File: src/sv/slt_pkg.sv
// shared types, character codes and helpers for the shell line tokenizer
package slt_pkg;

    typedef struct packed {
        logic [7:0] ch;
        logic       line_end;
    } in_item_t;

    typedef struct packed {
        logic       kind;
        logic [7:0] text_ch;
        logic [2:0] token_type;
        logic       last;
    } out_item_t;

    localparam int unsigned MaxResults = 3;

    localparam logic KIND_TEXT = 1'b0;
    localparam logic KIND_END  = 1'b1;

    localparam logic [2:0] TOK_WORD    = 3'd0;
    localparam logic [2:0] TOK_GREATER = 3'd1;
    localparam logic [2:0] TOK_DLESS   = 3'd2;
    localparam logic [2:0] TOK_CAT     = 3'd3;
    localparam logic [2:0] TOK_ECHO    = 3'd4;
    localparam logic [2:0] TOK_NEWLINE = 3'd5;

    localparam logic [7:0] CH_NUL   = 8'h00;
    localparam logic [7:0] CH_TAB   = 8'h09;
    localparam logic [7:0] CH_LF    = 8'h0a;
    localparam logic [7:0] CH_SPACE = 8'h20;
    localparam logic [7:0] CH_QUOTE = 8'h22;
    localparam logic [7:0] CH_LT    = 8'h3c;
    localparam logic [7:0] CH_GT    = 8'h3e;
    localparam logic [7:0] CH_BSL   = 8'h5c;
    localparam logic [7:0] CH_A     = 8'h61;
    localparam logic [7:0] CH_C     = 8'h63;
    localparam logic [7:0] CH_E     = 8'h65;
    localparam logic [7:0] CH_H     = 8'h68;
    localparam logic [7:0] CH_O     = 8'h6f;
    localparam logic [7:0] CH_T     = 8'h74;

    // keyword prefix tracker codes
    localparam logic [3:0] KM_EMPTY = 4'd0;
    localparam logic [3:0] KM_C     = 4'd1;
    localparam logic [3:0] KM_CA    = 4'd2;
    localparam logic [3:0] KM_CAT   = 4'd3;
    localparam logic [3:0] KM_E     = 4'd4;
    localparam logic [3:0] KM_EC    = 4'd5;
    localparam logic [3:0] KM_ECH   = 4'd6;
    localparam logic [3:0] KM_ECHO  = 4'd7;
    localparam logic [3:0] KM_NONE  = 4'd8;

    function automatic logic [3:0] km_next(input logic [3:0] km, input logic [7:0] c);
        logic [3:0] nx;
        nx = KM_NONE;
        unique case (km)
            KM_EMPTY: nx = (c == CH_C) ? KM_C : ((c == CH_E) ? KM_E : KM_NONE);
            KM_C:     nx = (c == CH_A) ? KM_CA : KM_NONE;
            KM_CA:    nx = (c == CH_T) ? KM_CAT : KM_NONE;
            KM_E:     nx = (c == CH_C) ? KM_EC : KM_NONE;
            KM_EC:    nx = (c == CH_H) ? KM_ECH : KM_NONE;
            KM_ECH:   nx = (c == CH_O) ? KM_ECHO : KM_NONE;
            default:  nx = KM_NONE;
        endcase
        return nx;
    endfunction

    function automatic out_item_t mk_text(input logic [7:0] c);
        out_item_t r;
        r.kind       = KIND_TEXT;
        r.text_ch    = c;
        r.token_type = TOK_WORD;
        r.last       = 1'b0;
        return r;
    endfunction

    function automatic out_item_t mk_end(input logic [2:0] t);
        out_item_t r;
        r.kind       = KIND_END;
        r.text_ch    = CH_NUL;
        r.token_type = t;
        r.last       = 1'b0;
        return r;
    endfunction

    function automatic logic is_space(input logic [7:0] c);
        return (c == CH_SPACE) || (c == CH_TAB) || (c == CH_LF);
    endfunction

endpackage

File: src/sv/shell_line_tokenizer_top.sv
// shell line tokenizer: input register, single-pass lexer, result buffer
//
//   channel | ports                       | payload    | per item
//   --------+-----------------------------+------------+-------------------------
//   input   | s_valid, s_ready, s_item    | in_item_t  | one character or line end
//   output  | m_valid, m_ready, m_item    | out_item_t | 0 to 3 results
//
// an item is registered in the input register, then the lexer turns it into
// its results in one pass and loads them into the result buffer
// one item per cycle while m_ready is high and each item gives at most one result;
// an item with n results holds the buffer until all n have left, one per handshake
// an item that gives no result still waits for the buffer to drain, then leaves it empty
// synchronous active-low reset returns the lexer to neutral, empties both stages
module shell_line_tokenizer_top
    import slt_pkg::*;
(
    input  logic      aclk,
    input  logic      aresetn,
    input  logic      s_valid,
    output logic      s_ready,
    input  in_item_t  s_item,
    output logic      m_valid,
    input  logic      m_ready,
    output out_item_t m_item
);

    typedef enum logic [1:0] {
        MODE_NEUTRAL,
        MODE_LT,
        MODE_QUOTE,
        MODE_WORD
    } mode_t;

    logic      in_valid_reg;
    in_item_t  in_reg;

    mode_t      mode_reg, mode_next;
    logic       esc_reg, esc_next;
    logic [3:0] km_reg, km_next_val;

    out_item_t  res_reg [MaxResults];
    out_item_t  res_next [MaxResults];
    logic [1:0] cnt_reg, cnt_next;
    logic [1:0] idx_reg;

    logic       take, done, buf_free, move;
    logic       redo;
    logic [7:0] c;

    assign take     = m_valid && m_ready;
    assign done     = take && (idx_reg == 2'(cnt_reg - 2'd1));
    assign buf_free = (cnt_reg == 2'd0) || done;
    assign move     = in_valid_reg && buf_free;
    assign s_ready  = !in_valid_reg || move;
    assign m_valid  = cnt_reg != 2'd0;
    assign m_item   = res_reg[idx_reg];
    assign c        = in_reg.ch;

    // lexer: results and next state for the item in the input register
    always_comb begin
        mode_next   = mode_reg;
        esc_next    = esc_reg;
        km_next_val = km_reg;
        cnt_next    = 2'd0;
        redo        = 1'b0;
        for (int i = 0; i < MaxResults; i++) begin
            res_next[i] = mk_end(TOK_WORD);
        end

        if (in_reg.line_end || c == CH_NUL) begin
            mode_next   = MODE_NEUTRAL;
            esc_next    = 1'b0;
            km_next_val = KM_EMPTY;
            res_next[0] = mk_end(TOK_NEWLINE);
            cnt_next    = 2'd1;
        end else begin
            unique case (mode_reg)
                MODE_LT: begin
                    mode_next = MODE_NEUTRAL;
                    if (c == CH_LT) begin
                        res_next[0] = mk_text(c);
                        res_next[1] = mk_end(TOK_DLESS);
                        cnt_next    = 2'd2;
                    end else begin
                        res_next[0] = mk_end(TOK_WORD);
                        cnt_next    = 2'd1;
                        redo        = 1'b1;
                    end
                end
                MODE_QUOTE: begin
                    if (esc_reg) begin
                        esc_next    = 1'b0;
                        res_next[0] = mk_text(c);
                        cnt_next    = 2'd1;
                    end else if (c == CH_BSL) begin
                        esc_next = 1'b1;
                    end else if (c == CH_QUOTE) begin
                        res_next[0] = mk_end(TOK_WORD);
                        cnt_next    = 2'd1;
                        mode_next   = MODE_NEUTRAL;
                    end else begin
                        res_next[0] = mk_text(c);
                        cnt_next    = 2'd1;
                    end
                end
                MODE_WORD: begin
                    if (is_space(c) || c == CH_LT || c == CH_GT || c == CH_QUOTE) begin
                        res_next[0] = mk_end((km_reg == KM_CAT) ? TOK_CAT :
                                             ((km_reg == KM_ECHO) ? TOK_ECHO : TOK_WORD));
                        cnt_next    = 2'd1;
                        mode_next   = MODE_NEUTRAL;
                        km_next_val = KM_EMPTY;
                        redo        = 1'b1;
                    end else begin
                        km_next_val = km_next(km_reg, c);
                        res_next[0] = mk_text(c);
                        cnt_next    = 2'd1;
                    end
                end
                default: begin
                    redo = 1'b1;
                end
            endcase

            // ending character handled again from neutral
            if (redo) begin
                priority if (c == CH_GT) begin
                    res_next[cnt_next]              = mk_text(c);
                    res_next[2'(cnt_next + 2'd1)]   = mk_end(TOK_GREATER);
                    cnt_next                        = 2'(cnt_next + 2'd2);
                    mode_next                       = MODE_NEUTRAL;
                end else if (c == CH_LT) begin
                    res_next[cnt_next] = mk_text(c);
                    cnt_next           = 2'(cnt_next + 2'd1);
                    mode_next          = MODE_LT;
                end else if (is_space(c)) begin
                    mode_next = MODE_NEUTRAL;
                end else if (c == CH_QUOTE) begin
                    mode_next = MODE_QUOTE;
                    esc_next  = 1'b0;
                end else begin
                    mode_next          = MODE_WORD;
                    km_next_val        = km_next(KM_EMPTY, c);
                    res_next[cnt_next] = mk_text(c);
                    cnt_next           = 2'(cnt_next + 2'd1);
                end
            end
        end

        if (cnt_next != 2'd0) begin
            res_next[2'(cnt_next - 2'd1)].last = 1'b1;
        end
    end

    always_ff @(posedge aclk) begin
        if (!aresetn) begin
            in_valid_reg <= 1'b0;
            mode_reg     <= MODE_NEUTRAL;
            esc_reg      <= 1'b0;
            km_reg       <= KM_EMPTY;
            cnt_reg      <= 2'd0;
            idx_reg      <= 2'd0;
        end else begin
            if (s_valid && s_ready) begin
                in_valid_reg <= 1'b1;
                in_reg       <= s_item;
            end else if (move) begin
                in_valid_reg <= 1'b0;
            end

            if (move) begin
                mode_reg <= mode_next;
                esc_reg  <= esc_next;
                km_reg   <= km_next_val;
                res_reg  <= res_next;
                cnt_reg  <= cnt_next;
                idx_reg  <= 2'd0;
            end else if (done) begin
                cnt_reg <= 2'd0;
                idx_reg <= 2'd0;
            end else if (take) begin
                idx_reg <= 2'(idx_reg + 2'd1);
            end
        end
    end

`ifndef ASSERT_OFF
    // read pointer stays inside the loaded group
    assert property (@(posedge aclk) disable iff (!aresetn)
        m_valid |-> (idx_reg < cnt_reg))
        else $error("result index beyond group");

    // last flag marks exactly the final result of the group
    assert property (@(posedge aclk) disable iff (!aresetn)
        m_valid |-> (m_item.last == (idx_reg == 2'(cnt_reg - 2'd1))))
        else $error("last flag misplaced");

    // a held item in the input register is neither dropped nor altered
    assert property (@(posedge aclk) disable iff (!aresetn)
        (in_valid_reg && !move) |=> (in_valid_reg && $stable(in_reg)))
        else $error("pending item lost");
`endif

endmodule
File: config.mk
export PLATFORM = sky130hd
export DESIGN_NAME = shell_line_tokenizer_top
export DESIGN_NICKNAME = d
export VERILOG_FILES = /design/src/sv/slt_pkg.sv /design/src/sv/shell_line_tokenizer_top.sv
export SDC_FILE = /design/constraint.sdc
export NUM_CORES = 1
export LEC_CHECK = 0
export ABC_AREA = 1
export BUFFER_PORTS_ARGS = -buffer_cell sky130_fd_sc_hd__clkbuf_2
export CAP_MARGIN = 10
export CORE_MARGIN = 2
export CORE_UTILIZATION = 50
export CTS_BUF_LIST = sky130_fd_sc_hd__clkbuf_4 sky130_fd_sc_hd__clkbuf_8 sky130_fd_sc_hd__clkbuf_16
export CTS_CLUSTER_DIAMETER = 120
export CTS_CLUSTER_SIZE = 25
export DETAILED_ROUTE_END_ITERATION = 8
export HOLD_SLACK_MARGIN = 0.08
export PLACE_DENSITY_LB_ADDON = 0.15
export SLEW_MARGIN = 20
export SYNTH_ARGS = -nofsm -noshare
export SYNTH_HDL_FRONTEND = slang
export SYNTH_SLANG_ARGS = --single-unit
File: constraint.sdc
create_clock -name aclk -period 7.05 [get_ports aclk]
set_clock_uncertainty 0.1 [all_clocks]
set_input_delay 1.0575 -clock aclk [delete_from_list [all_inputs] [get_ports aclk]]
set_output_delay 1.0575 -clock aclk [all_outputs]
set_load 0.02 [all_outputs]
* After elaboration in Yosys (flattened, before gate mapping) *
Index checks and enable logic that the tools add are counted.

operators by class
  reduce and logical (&&, ||, !) cells = 28
  bitwise operators = 8
  multiplexer cells = 86
  add/sub/neg operators = 5
  order comparisons = 7
  equality and inequality tests = 28

operators with widths
  operator                                                               number
  39-bit 2-to-1 mux                                                      6
  13-bit 2-to-1 mux                                                      13
  39-bit bitwise mux                                                     2
  13-bit demux with 2-bit select                                         3
  4-bit 2-to-1 mux                                                       15
  8-bit by 7-bit == test with 1-bit output (second input constant)       7
  13-bit one-hot mux with 3 select lines                                 1
  2-bit 2-to-1 mux                                                       19
  33-bit AND                                                             1
  33-bit inverter                                                        1
  8-bit by 6-bit == test with 1-bit output (second input constant)       4
  13-bit binary-select mux with 2-bit select                             1
  26-bit 2-to-1 mux                                                      1
  4-bit one-hot mux with 6 select lines                                  1
  1-bit 2-to-1 mux                                                       18
  4-bit by 3-bit == test with 1-bit output (second input constant)       4
  8-bit by 4-bit == test with 1-bit output (second input constant)       2
  4-bit inequality test (second input constant)                          4
  3-bit greater-or-equal comparator (second input constant)              4
  2-bit inverter with 3-bit output                                       4
  2-bit one-hot mux with 3 select lines                                  2
  3-bit by 1-bit < comparator with 1-bit output (second input constant)  3
  3-bit 2-to-1 mux                                                       3
  4-bit by 2-bit == test with 1-bit output (second input constant)       2
  other kinds (21)                                                       41

storage, ports and cells
  logic and storage cells = 182
  register bits = 60

* Longest topological paths before layout *
Gate-level depths: netlist (run 1).

  word-level depth = 20
  depth in mapped cells = 16
  gate-level depth less buffers = 16

* Worst setup path after synthesis (run 1) *
No wires, ideal clock.

  path type = in2reg
  from = input m_ready
  to = register res_reg[0] in the netlist's numbering, enable pin
  required time = 6.518 ns
  path slack = 3.311 ns
  stages = 6
  arrival = 3.207 ns
  path through = inv_1 > nor2_1 > o2111ai_1 > nand2_1 > nand2_1 > nor2_1

on the way
  word-level cells in the longest chain between the ends = 5

ends and longest elaborated chain
  item                                  RTL line                         text
  from (decl)                           shell_line_tokenizer_top.sv:23   input logic m_ready,
  1-bit logical AND                     shell_line_tokenizer_top.sv:50   assign take = m_valid && m_ready;
  1-bit logical AND                     shell_line_tokenizer_top.sv:51   assign done = take && (idx_reg == 2'(cnt_reg - 2'd1));
  1-bit logical OR                      shell_line_tokenizer_top.sv:52   assign buf_free = (cnt_reg == 2'd0) || done;
  1-bit logical AND                     shell_line_tokenizer_top.sv:53   assign move = in_valid_reg && buf_free;
  2-bit AND reduction (no source line)  --
  to (signal assigned)                  shell_line_tokenizer_top.sv:175  res_reg <= res_next;
  to (decl)                             shell_line_tokenizer_top.sv:41   out_item_t res_reg [MaxResults];

Every way passes these cells.
A chain may end at the register's enable or synchronous reset.

==> flow_metrics.env, run 1 <==
export IMPL_detailroute_via_count=2972
export IMPL_path_depth=4
export IMPL_grt_first_pass_wirelength_um=13000
export IMPL_initial_core_util_pct=51.5
export IMPL_cap_viol_max_count=0
export IMPL_swShare_pct=31.1
export IMPL_post_cts_hold_buffer_count=0
export IMPL_worstSetupEndpointType="primary output"
export IMPL_clock_path_buffers=2
export IMPL_setup_violations=0
export IMPL_net_switching_power_uw=251
export IMPL_crit_buf_inv=2
export IMPL_worst_setup_path_start_kind="flip-flop"
export IMPL_ant_nets=0
export IMPL_drt_wl_total_um=7870
export IMPL_tritoncts_buffers=9
export IMPL_post_synthesis_cell_area_sq_um=3500
export IMPL_wl_per_cell_um=13.9
export IMPL_tritoncts="done"
export IMPL_timing_critical_path_cells="inv_1, nor2_1, o21ai_0, clkbuf_2"
export IMPL_largest_register_ffs=36
export IMPL_ys_ff_latch=57
export IMPL_leakagePower_uw=0.00163
export IMPL_clock_latency_ps=330
export IMPL_cp_slowest_cell="sky130_fd_sc_hd__dfxtp_1"
export IMPL_syn_area_per_cell_sq_um=7.99
export IMPL_grt_start_max_net_pins=39
export IMPL_antenna_cells_inserted=0
export IMPL_outcome="complete, no violations"
export IMPL_min_period_ps=3090
export IMPL_gpl_final_weighted_congestion=0.995
export IMPL_die_area_sq_um=7680
export IMPL_critPathArrivalTime_ps=1940
export IMPL_crit_type="reg -> out"
export IMPL_finalHoldViolCount=0
export IMPL_synth_seq_area_share_pct=45.5
export IMPL_reg2reg_depth=14
export IMPL_synthCells=438
export IMPL_hold_path_class="reg -> reg"
export IMPL_fraction_of_layout_cells_with_a_size_suffix_above_1_pct=18.5
export IMPL_clock_sinks=57
export IMPL_cts_resized=0
export IMPL_critical_path_reg2reg_startpoint="c[1]"
export IMPL_p_int_uw=555
export IMPL_grt_overflow_total=0
export IMPL_fp_dieW_um=87.7
export IMPL_power_density_nw_per_um2=208
export IMPL_grt_pass1_vias=2728
export IMPL_synthDistinctLibCells=36
export IMPL_gr_usage_all_layers_pct=22.0
export IMPL_post_route_drc_count=0
export IMPL_final_max_slew_violation_count=0
export IMPL_cp_top_family="flip-flops"
export IMPL_placeableCoreArea_sq_um=6790
export IMPL_power_share_combinational_pct=19.2
export IMPL_clkTransAtPathRegs_ps=70
export IMPL_timing_critical_path_to="m_item[9]"
export IMPL_timing_reg2reg_setup_slack_ps=4170
export IMPL_post_cts_setup_buffers=0
export IMPL_worstReg2RegEnd="res_reg[38]"
export IMPL_final_area_sq_um=3870
export IMPL_layout_worst_path_cycle_share_pct=43.9
export IMPL_share_seq_of_total_power_pct=48.8
export IMPL_synth_fp_nets=457
export IMPL_crit_required_ps=5890
export IMPL_rows=30
export IMPL_max_slew_margin_pct=54.3
export IMPL_synthToLayoutAreaGrowth_pct=10.5
export IMPL_postPlaceCellArea_sq_um=3700
export IMPL_max_vdd_ir_drop_mv=0.0996
export IMPL_ioPinCount=28
export IMPL_p_clk_share_pct=32.0
export IMPL_viasPerCell=5.24
export IMPL_worstSetupStartpoint="idx_reg[0]"
export IMPL_tightest_slew_ps=684
export IMPL_cts_htree_levels=3
export IMPL_buffer_ports_inserted=27
export IMPL_number_of_antenna_violations_at_the_first_check_in_global_routing=0
export IMPL_rsz_0062_raised_after_global_routing="no"
export IMPL_nets=485
export IMPL_crit_path_max_fanout=24
export IMPL_setup_total_negative_slack_ps=0
export IMPL_hpwl_after_detailed_placement_um=6050
export IMPL_ctsRootBufferMaster="sky130_fd_sc_hd__clkbuf_8"
export IMPL_cpPeakStageDelay_ps=660
export IMPL_drt_iter0_drc=199
export IMPL_synth_warnings=0
export IMPL_max_clock_freq_ghz=0.323
export IMPL_fill_cells=648
export IMPL_chipHeight_um=87.7
export IMPL_drtPass1Iterations=4
## how the worst min path moves through the flow
stage | depth (start not counted) | slack (ps) | endpoint | from
floorplan | 2 | 360 | esc_reg | esc_reg
global placement | 2 | 380 | cnt_reg[1] | cnt_reg[1]
detailed placement | 2 | 400 | cnt_reg[1] | cnt_reg[1]
CTS | 2 | 400 | cnt_reg[1] | cnt_reg[1]
global route | 2 | 420 | cnt_reg[1] | cnt_reg[1]
finish | 2 | 400 | cnt_reg[1] | cnt_reg[1]
## logic make-up after synthesis
family	count (synthesis)	share of synthesized area [%]
AO/OA/AOI/OAI	60	9.12
XOR/XNOR	1	0.250
adder cells (fa/ha/maj)	6	2.15
buffers and inverters	69	8.22
flip-flops	57	45.5
AND/OR/NAND/NOR	245	34.8
## layout by cell type (no fill, tap or decap), drive strengths merged
master / n
nand2: 90
nor2: 67
inv: 58
nand3: 52
edfxtp: 45
clkbuf: 37
o21ai: 36
nor3: 23
a21oi: 19
dfxtp: 12
nand4: 10
ha: 6
clkinv: 4
o2111ai: 2
clkinvlp: 2
nor4: 1
and2: 1
a311oi: 1
o31ai: 1
or2: 1
o22ai: 1
xor2: 1
buf: 1
## worst reg2reg max path: cells and delay by family, from the launching register on
kind | cells | cell delay [ps]
AND/OR/NAND/NOR | 10 | 1350
adder cells (fa/ha/maj) | 1 | 240
buffers and inverters | 2 | 210
flip-flops | 1 | 590
AO/OA/AOI/OAI | 1 | 100
## synth_stat cells
master | number | area share [%]
sky130_fd_sc_hd__nor2_4 | 4 | 1.3
sky130_fd_sc_hd__nor3_4 | 1 | 0.46
sky130_fd_sc_hd__nand3_4 | 1 | 0.50
sky130_fd_sc_hd__nand2_2 | 5 | 0.89
sky130_fd_sc_hd__and2_4 | 1 | 0.25
sky130_fd_sc_hd__nor3_2 | 9 | 2.6
sky130_fd_sc_hd__buf_1 | 2 | 0.21
sky130_fd_sc_hd__nor3_1 | 13 | 1.9
sky130_fd_sc_hd__clkbuf_1 | 5 | 0.54
sky130_fd_sc_hd__inv_1 | 48 | 5.1
sky130_fd_sc_hd__nor2_1 | 58 | 6.2
sky130_fd_sc_hd__a311oi_1 | 1 | 0.25
sky130_fd_sc_hd__nor2_2 | 4 | 0.71
sky130_fd_sc_hd__nand3_1 | 49 | 7.0
sky130_fd_sc_hd__o22ai_1 | 1 | 0.18
sky130_fd_sc_hd__buf_2 | 1 | 0.14
sky130_fd_sc_hd__xor2_1 | 1 | 0.25
sky130_fd_sc_hd__or2_2 | 1 | 0.18
sky130_fd_sc_hd__nand4_2 | 1 | 0.36
sky130_fd_sc_hd__dfxtp_1 | 12 | 6.9
sky130_fd_sc_hd__nand3_2 | 2 | 0.57
sky130_fd_sc_hd__nor4_4 | 1 | 0.61
sky130_fd_sc_hd__o2111ai_1 | 2 | 0.50
sky130_fd_sc_hd__ha_1 | 6 | 2.1
sky130_fd_sc_hd__edfxtp_1 | 45 | 39
sky130_fd_sc_hd__o21ai_2 | 1 | 0.25
sky130_fd_sc_hd__nand2_1 | 85 | 9.1
sky130_fd_sc_hd__o21ai_1 | 3 | 0.43
sky130_fd_sc_hd__nor2_8 | 1 | 0.57
sky130_fd_sc_hd__buf_6 | 3 | 0.97
sky130_fd_sc_hd__inv_4 | 2 | 0.36
sky130_fd_sc_hd__inv_2 | 8 | 0.86
sky130_fd_sc_hd__o31ai_1 | 1 | 0.21
sky130_fd_sc_hd__o21ai_0 | 32 | 4.6
sky130_fd_sc_hd__a21oi_1 | 19 | 2.7
sky130_fd_sc_hd__nand4_1 | 9 | 1.6
## power by group through the flow
stage	logic, uW	clock network [uW]	registers (uW)
after floorplan	125	0	395
after global placement	152	0	400
after detailed placement	155	0	401
after CTS	155	261	393
after global routing	173	279	395
final	155	258	393
## area by class of cell
class / instances / area [sq um] / share of cell area, %
flip-flops and latches: 57 / 1590 / 41.2
repair buffers: 28 / 143 / 3.69
clock inverters: 6 / 35.0 / 0.906
inverters: 58 / 223 / 5.76
multi-input cells: 312 / 1620 / 42.0
well taps: 96 / 120 / 3.11
clock buffers: 10 / 131 / 3.40
## metal layers
layer | share of wire [%] | GRT usage, %
met1 | 48 | 29.9
met2 | 47 | 35.3
met3 | 3.6 | 5.09
met4 | 1.8 | 6.71
met5 | 0 | 0
## per-stage QoR
stage          hold WS [ps]  utilization (%)  std cells  worst slack (ps)  total power, uW
6_report                400             56.9        567              3960              806
2_1_floorplan           359                -        438              3310              519
4_1_cts                 404             56.9        567              3920              809
3_5_place_dp            396             54.5        551              4060              555
3_3_place_gp            378             54.5        551              4090              553
5_1_grt                 425             56.9        567              3710              848
No activity file was read; power rests on OpenSTA's default activity.
==> run 2, diff against run 1 <==
--- a/config.mk
+++ b/config.mk
@@ -5,7 +5,7 @@
 export SDC_FILE = /design/constraint.sdc
 export NUM_CORES = 1
 export LEC_CHECK = 0
-export ABC_AREA = 1
+export ABC_AREA = 0
 export BUFFER_PORTS_ARGS = -buffer_cell sky130_fd_sc_hd__clkbuf_2
 export CAP_MARGIN = 10
 export CORE_MARGIN = 2
==> constraint.sdc (replaced) <==
create_clock -name aclk -period 2.93 [get_ports aclk]
set_clock_uncertainty 0.1 [all_clocks]
set_input_delay 0.4395 -clock aclk [delete_from_list [all_inputs] [get_ports aclk]]
set_output_delay 0.4395 -clock aclk [all_outputs]
set_load 0.02 [all_outputs]
==> flow_metrics.env, run 2 <==
export IMPL_drt_iter0_drc=156
export IMPL_cpPeakStageDelay_ps=580
export IMPL_hold_path_endpoint="in_reg[0]"
export IMPL_worstReg2RegEnd="res_reg[33]"
export IMPL_grt_pass1_vias=2691
export IMPL_synthTopCellsByCount="sky130_fd_sc_hd__edfxtp_1 (45), sky130_fd_sc_hd__nand2_1 (39), sky130_fd_sc_hd__nor2_1 (26), sky130_fd_sc_hd__and3_1 (24), sky130_fd_sc_hd__o21ai_0 (20)"
export IMPL_post_route_drc_count=0
export IMPL_crit_type="reg -> reg"
export IMPL_totalPowerFinal_uw=1890
export IMPL_ys_ff_latch=57
export IMPL_synth_top_area_share_pct=40.0
export IMPL_layout_common_cells="sky130_fd_sc_hd__edfxtp_1 (45), sky130_fd_sc_hd__nand2_1 (39), sky130_fd_sc_hd__buf_4 (29), sky130_fd_sc_hd__clkbuf_2 (27), sky130_fd_sc_hd__nor2_1 (26)"
export IMPL_cp_slowest_cell="sky130_fd_sc_hd__or4b_4"
export IMPL_detailroute_wirelength_met2_um=3850
export IMPL_hold_path_class="in -> reg"
export IMPL_dominantRegCellSynth="sky130_fd_sc_hd__edfxtp_1"
export IMPL_post_route_util_pct=61.5
export IMPL_synthDistinctLibCells=68
export IMPL_ant_nets=0
export IMPL_initial_core_util_pct=52.3
export IMPL_grt_overflow_total=0
export IMPL_final_max_slew_violation_count=0
export IMPL_synth_most_common_cell="sky130_fd_sc_hd__edfxtp_1"
export IMPL_grt_first_pass_wirelength_um=13400
export IMPL_reg2reg_depth=11
export IMPL_syn_area_per_cell_sq_um=9.88
export IMPL_die_area_sq_um=7430
export IMPL_clock_sinks=57
export IMPL_number_of_antenna_violations_at_the_first_check_in_global_routing=0
export IMPL_worst_setup_path_start_kind="flip-flop"
export IMPL_drtPass1Iterations=5
export IMPL_max_clock_freq_ghz=0.338
export IMPL_crit_path_max_fanout=3
export IMPL_gpl_final_weighted_congestion=0.973
export IMPL_clkTransAtPathRegs_ps=60
export IMPL_finalHoldViolCount=0
export IMPL_nets=411
export IMPL_cap_viol_max_count=0
export IMPL_synth_fp_nets=361
export IMPL_chipHeight_um=86.2
export IMPL_leakagePower_uw=0.00153
export IMPL_wl_per_cell_um=17.3
export IMPL_timing_hold_ws_ps=176
export IMPL_async_flop_share_pct=0
export IMPL_post_synthesis_cell_area_sq_um=3380
export IMPL_hpwl_after_detailed_placement_um=6080
export IMPL_fp_dieW_um=86.2
export IMPL_clock_path_buffers=2
export IMPL_synth_warnings=0
export IMPL_setup_violations=3
export IMPL_outcome="finished, violations left"
export IMPL_top_signal_layer_used="met4"
export IMPL_crit_path_frequent_cell="sky130_fd_sc_hd__a211oi_2"
export IMPL_largest_register_ffs=36
export IMPL_layout_worst_path_cycle_share_pct=101
export IMPL_post_route_worst_setup_slack_ps=-27.3
export IMPL_tritoncts="done"
export IMPL_routed_met3_length_um=300
export IMPL_viasPerCell=5.92
export IMPL_timing_reg2reg_setup_slack_ps=-30
export IMPL_power_density_nw_per_um2=475
export IMPL_synth_top_cells_by_area="sky130_fd_sc_hd__edfxtp_1 (40%), sky130_fd_sc_hd__dfxtp_1 (7.1%), sky130_fd_sc_hd__and3_1 (4.4%)"
export IMPL_drt_wl_total_um=8200
export IMPL_buffer_ports_inserted=27
export IMPL_cts_htree_levels=3
export IMPL_rsz_0062_raised_after_global_routing="yes"
export IMPL_failed_checks="setup timing"
export IMPL_synthCells=342
export IMPL_synth_edf_count=45
export IMPL_critPathArrivalTime_ps=3030
export IMPL_fraction_of_layout_cells_with_a_size_suffix_above_1_pct=22.2
export IMPL_synthToLayoutAreaGrowth_pct=17.5
export IMPL_tightest_slew_ps=716
export IMPL_critical_path_reg2reg_startpoint="c[7]"
export IMPL_crit_required_ps=3000
export IMPL_post_cts_hold_buffer_count=0
export IMPL_clock_latency_ps=330
export IMPL_min_from="s_item[0]"
export IMPL_rows=29
export IMPL_tritoncts_buffers=9
export IMPL_whs_path_depth=1
export IMPL_ioPinCount=28
export IMPL_ctsRootBufferMaster="sky130_fd_sc_hd__clkbuf_8"
export IMPL_timing_critical_path_cells="or4b_4, o41ai_4, and2_1, or2_1, inv_2, ha_4, nor4_2, a31oi_1, a211oi_2, a211oi_2, nor3b_1"
export IMPL_mostFrequentLayoutCell="sky130_fd_sc_hd__edfxtp_1"
export IMPL_synth_area_leader_cell="sky130_fd_sc_hd__edfxtp_1"
export IMPL_max_slew_margin_pct=52.1
export IMPL_worstSetupEndpointType="flip-flop"
export IMPL_synth_seq_area_share_pct=47.1
export IMPL_min_period_ps=2960
export IMPL_grt_start_max_net_pins=38
export IMPL_max_vdd_ir_drop_mv=0.289
export IMPL_antenna_cells_inserted=0
export IMPL_gr_usage_all_layers_pct=23.5
export IMPL_wirelength_met1_um=3900
export IMPL_placeableCoreArea_sq_um=6460
export IMPL_detailroute_via_count=2806
==> run 2: cell count changes after synthesis, sizes merged, moves of 6 or more <==
cell	change
mux2i	+14
inv	-45
nor2b	+8
nor4	+6
nand2	-51
and3	+24
a31oi	+7
nor2	-41
nand3	-45
nor3	-16
a21oi	-15
o21ai	-12
nor3b	+6
==> run 2: per-layer routing <==
layer | GRT usage (%) | vias to the layer above
met3 | 5.14 | 11
met1 | 30.8 | 1336
li1 | - | 1394
met4 | 8.24 | 0
met2 | 38.5 | 65
met5 | 0 | -
==> run 2: worst max-delay path, delay by kind of cell, from the launching register on <==
kind,cells,cell delay (ps)
AO/OA/AOI/OAI,4,810
adder cells (fa/ha/maj),1,160
buffers and inverters,1,60
flip-flops,1,400
AND/OR/NAND/NOR,5,1280
==> run 2: power breakdown <==
part           switching (uW)  total (uW)  internal (uW)
combinational             210         342            132
sequential               22.5         937            915
clock                     291         606            315
==> run 2: repair_timing <==
item	4_1_cts	5_1_grt
endpoints found under the setup margin	0	6
buffers inserted	0	3
gates resized for setup	0	7
==> run 2: area by class of cell <==
| cell class | count | area, sq um |
|---|---|---|
| multi-input combinational | 254 | 1700 |
| tap | 77 | 96.3 |
| inverter | 13 | 48.8 |
| sequential | 57 | 1590 |
| clock inverter | 5 | 22.5 |
| fill | 575 | 2490 |
| timing repair buffer | 57 | 373 |
| clock buffer | 11 | 139 |
==> run 2: cell families after synthesis <==
logic type | share of synthesized area [%]
xor+xnor | 1.30
simple gates | 25.4
compound gates | 16.0
flops | 47.1
fa+ha+maj | 2.22
mux | 4.15
buf+inv | 3.89
==> run 2: metrics by stage <==
step           worst slack, ps  TNS (ps)  instances  cell area, sq um
4_1_cts                   12.4         0        471              3910
3_5_place_dp              38.7         0        455              3750
5_1_grt                   -194      -863        474              3970
6_report                 -27.3     -44.2        474              3970
2_1_floorplan             10.4         0        342              3390
3_3_place_gp               101         0        455              3750
==> run 2: worst max-delay path by stage <==
stage                     start  slack [ps]  cells after the start          end
after floorplan            c[0]          10                     12  res_reg[33]
after global placement     c[7]         100                     11  res_reg[33]
after detailed placement   c[0]          40                     11  res_reg[33]
after CTS                  c[0]          10                     11  res_reg[33]
after global routing       c[7]        -190                     11  res_reg[35]
final                      c[7]         -30                     11  res_reg[33]
==> run 3, diff against run 2 <==
--- a/config.mk
+++ b/config.mk
@@ -10,7 +10,6 @@
 export CAP_MARGIN = 10
 export CORE_MARGIN = 2
 export CORE_UTILIZATION = 50
-export CTS_BUF_LIST = sky130_fd_sc_hd__clkbuf_4 sky130_fd_sc_hd__clkbuf_8 sky130_fd_sc_hd__clkbuf_16
 export CTS_CLUSTER_DIAMETER = 120
 export CTS_CLUSTER_SIZE = 25
 export DETAILED_ROUTE_END_ITERATION = 8
==> flow_metrics.env, run 3 (synthesis results as in run 2) <==
export IMPL_max_slew_margin_pct=52.8
export IMPL_worstSetupEndpointType="flip-flop"
export IMPL_layout_common_cells="sky130_fd_sc_hd__edfxtp_1 (45), sky130_fd_sc_hd__nand2_1 (39), sky130_fd_sc_hd__buf_4 (29), sky130_fd_sc_hd__clkbuf_2 (27), sky130_fd_sc_hd__nor2_1 (26)"
export IMPL_fraction_of_layout_cells_with_a_size_suffix_above_1_pct=21.7
export IMPL_mostFrequentLayoutCell="sky130_fd_sc_hd__edfxtp_1"
export IMPL_rsz_0062_raised_after_global_routing="yes"
export IMPL_outcome="finished, violations left"
export IMPL_rows=29
export IMPL_setup_total_negative_slack_ps=-56.3
export IMPL_largest_register_ffs=36
export IMPL_ant_nets=0
export IMPL_fp_dieW_um=86.2
export IMPL_cap_viol_max_count=0
export IMPL_clock_sinks=57
export IMPL_setup_violations=3
export IMPL_drtPass1Iterations=4
export IMPL_synthToLayoutAreaGrowth_pct=17.3
export IMPL_power_density_nw_per_um2=471
export IMPL_antenna_cells_inserted=0
export IMPL_post_route_drc_count=0
export IMPL_cp_top_family="simple AND/OR/NAND/NOR gates"
export IMPL_tritoncts="done"
export IMPL_detailroute_via_count=2804
export IMPL_timing_critical_path_cells="or4b_4, o41ai_4, and2_1, or2_1, inv_2, ha_4, nor4_2, a31oi_1, a211oi_2, a211oi_2, nor3b_1"
export IMPL_clkTransAtPathRegs_ps=60
export IMPL_crit_buf_inv=1
export IMPL_worst_setup_path_start_kind="flip-flop"
export IMPL_grt_first_pass_wirelength_um=13400
export IMPL_viasPerCell=5.92
export IMPL_cp_slowest_cell="sky130_fd_sc_hd__or4b_4"
export IMPL_routed_met3_length_um=371
export IMPL_final_max_slew_violation_count=0
export IMPL_crit_required_ps=3000
export IMPL_crit_type="reg -> reg"
export IMPL_max_vdd_ir_drop_mv=0.289
export IMPL_initial_core_util_pct=52.3
export IMPL_drt_wl_total_um=8220
export IMPL_finalHoldViolCount=0
export IMPL_crit_path_max_fanout=3
export IMPL_hold_path_class="in -> reg"
export IMPL_clock_latency_ps=330
export IMPL_grt_start_max_net_pins=38
export IMPL_die_area_sq_um=7430
export IMPL_drt_iter0_drc=149
export IMPL_crit_path_frequent_cell="sky130_fd_sc_hd__a211oi_2"
export IMPL_detailroute_wirelength_met2_um=3890
export IMPL_post_route_worst_setup_slack_ps=-33.1
export IMPL_min_period_ps=2960
export IMPL_number_of_antenna_violations_at_the_first_check_in_global_routing=0
export IMPL_cts_htree_levels=3
export IMPL_grt_pass1_vias=2691
export IMPL_ctsRootBufferMaster="sky130_fd_sc_hd__clkbuf_8"
export IMPL_gr_usage_all_layers_pct=23.5
export IMPL_tritoncts_buffers=9
export IMPL_gpl_final_weighted_congestion=0.973
export IMPL_dp_slack_ps=38.7
export IMPL_hpwl_after_detailed_placement_um=6080
export IMPL_wl_per_cell_um=17.3
export IMPL_ioPinCount=28
export IMPL_cpPeakStageDelay_ps=580
export IMPL_wirelength_met1_um=3810
export IMPL_tightest_slew_ps=704
export IMPL_clock_path_buffers=2
export IMPL_leakagePower_uw=0.00152
export IMPL_max_clock_freq_ghz=0.337
export IMPL_failed_checks="setup timing"
export IMPL_chipHeight_um=86.2
export IMPL_placeableCoreArea_sq_um=6460
export IMPL_nets=411
export IMPL_grt_overflow_total=0
export IMPL_layout_worst_path_cycle_share_pct=101
export IMPL_critPathArrivalTime_ps=3040
export IMPL_buffer_ports_inserted=27
export IMPL_top_signal_layer_used="met4"
run 3: routing by layer:
metal	up-vias	track usage (%)
met5	-	0
met4	0	8.24
met3	12	5.14
met2	71	38.5
met1	1327	30.8
li1	1394	-
run 3: final timing paths:
check        cells after the start          end  slack [ps]  startpoint
max                             11  res_reg[33]         -30        c[7]
min                              1    in_reg[0]         180   s_item[0]
max reg2reg                     11  res_reg[33]         -30        c[7]
min reg2reg                      2   cnt_reg[1]         380  cnt_reg[1]
run 3: layout make-up:
cell class,count,area (sq um)
Clock inverter,5,22.5
Multi-Input combinational cell,254,1700
Clock buffer,11,131
Sequential cell,57,1590
Tap cell,77,96.3
Fill cell,577,2500
Timing Repair Buffer,57,373
Inverter,13,48.8
run 3: power breakdown:
part | switching, uW | internal, uW | leakage, uW
clock network | 290 | 296 | 0.0000819
logic | 210 | 132 | 0.000926
registers | 22.4 | 915 | 0.000515
total | 523 | 1340 | 0.00152
run 3: timing repair:
action / in CTS / in global routing
resized for setup: 0 / 7
hold buffers: 0 / 0
endpoints found under the hold margin: 0 / 0
endpoints found under the setup margin: 0 / 6
buffers inserted: 0 / 3
run 3: metrics by stage:
stage	hold WS [ps]	instances	cell area, sq um	utilization [%]	power (uW)
floorplan	339	342	3390	-	1170
global placement	355	455	3750	58.1	1280
detailed placement	366	455	3750	58.1	1280
CTS	164	471	3910	60.5	1870
global route	163	474	3960	61.4	1950
finish	177	474	3960	61.4	1870
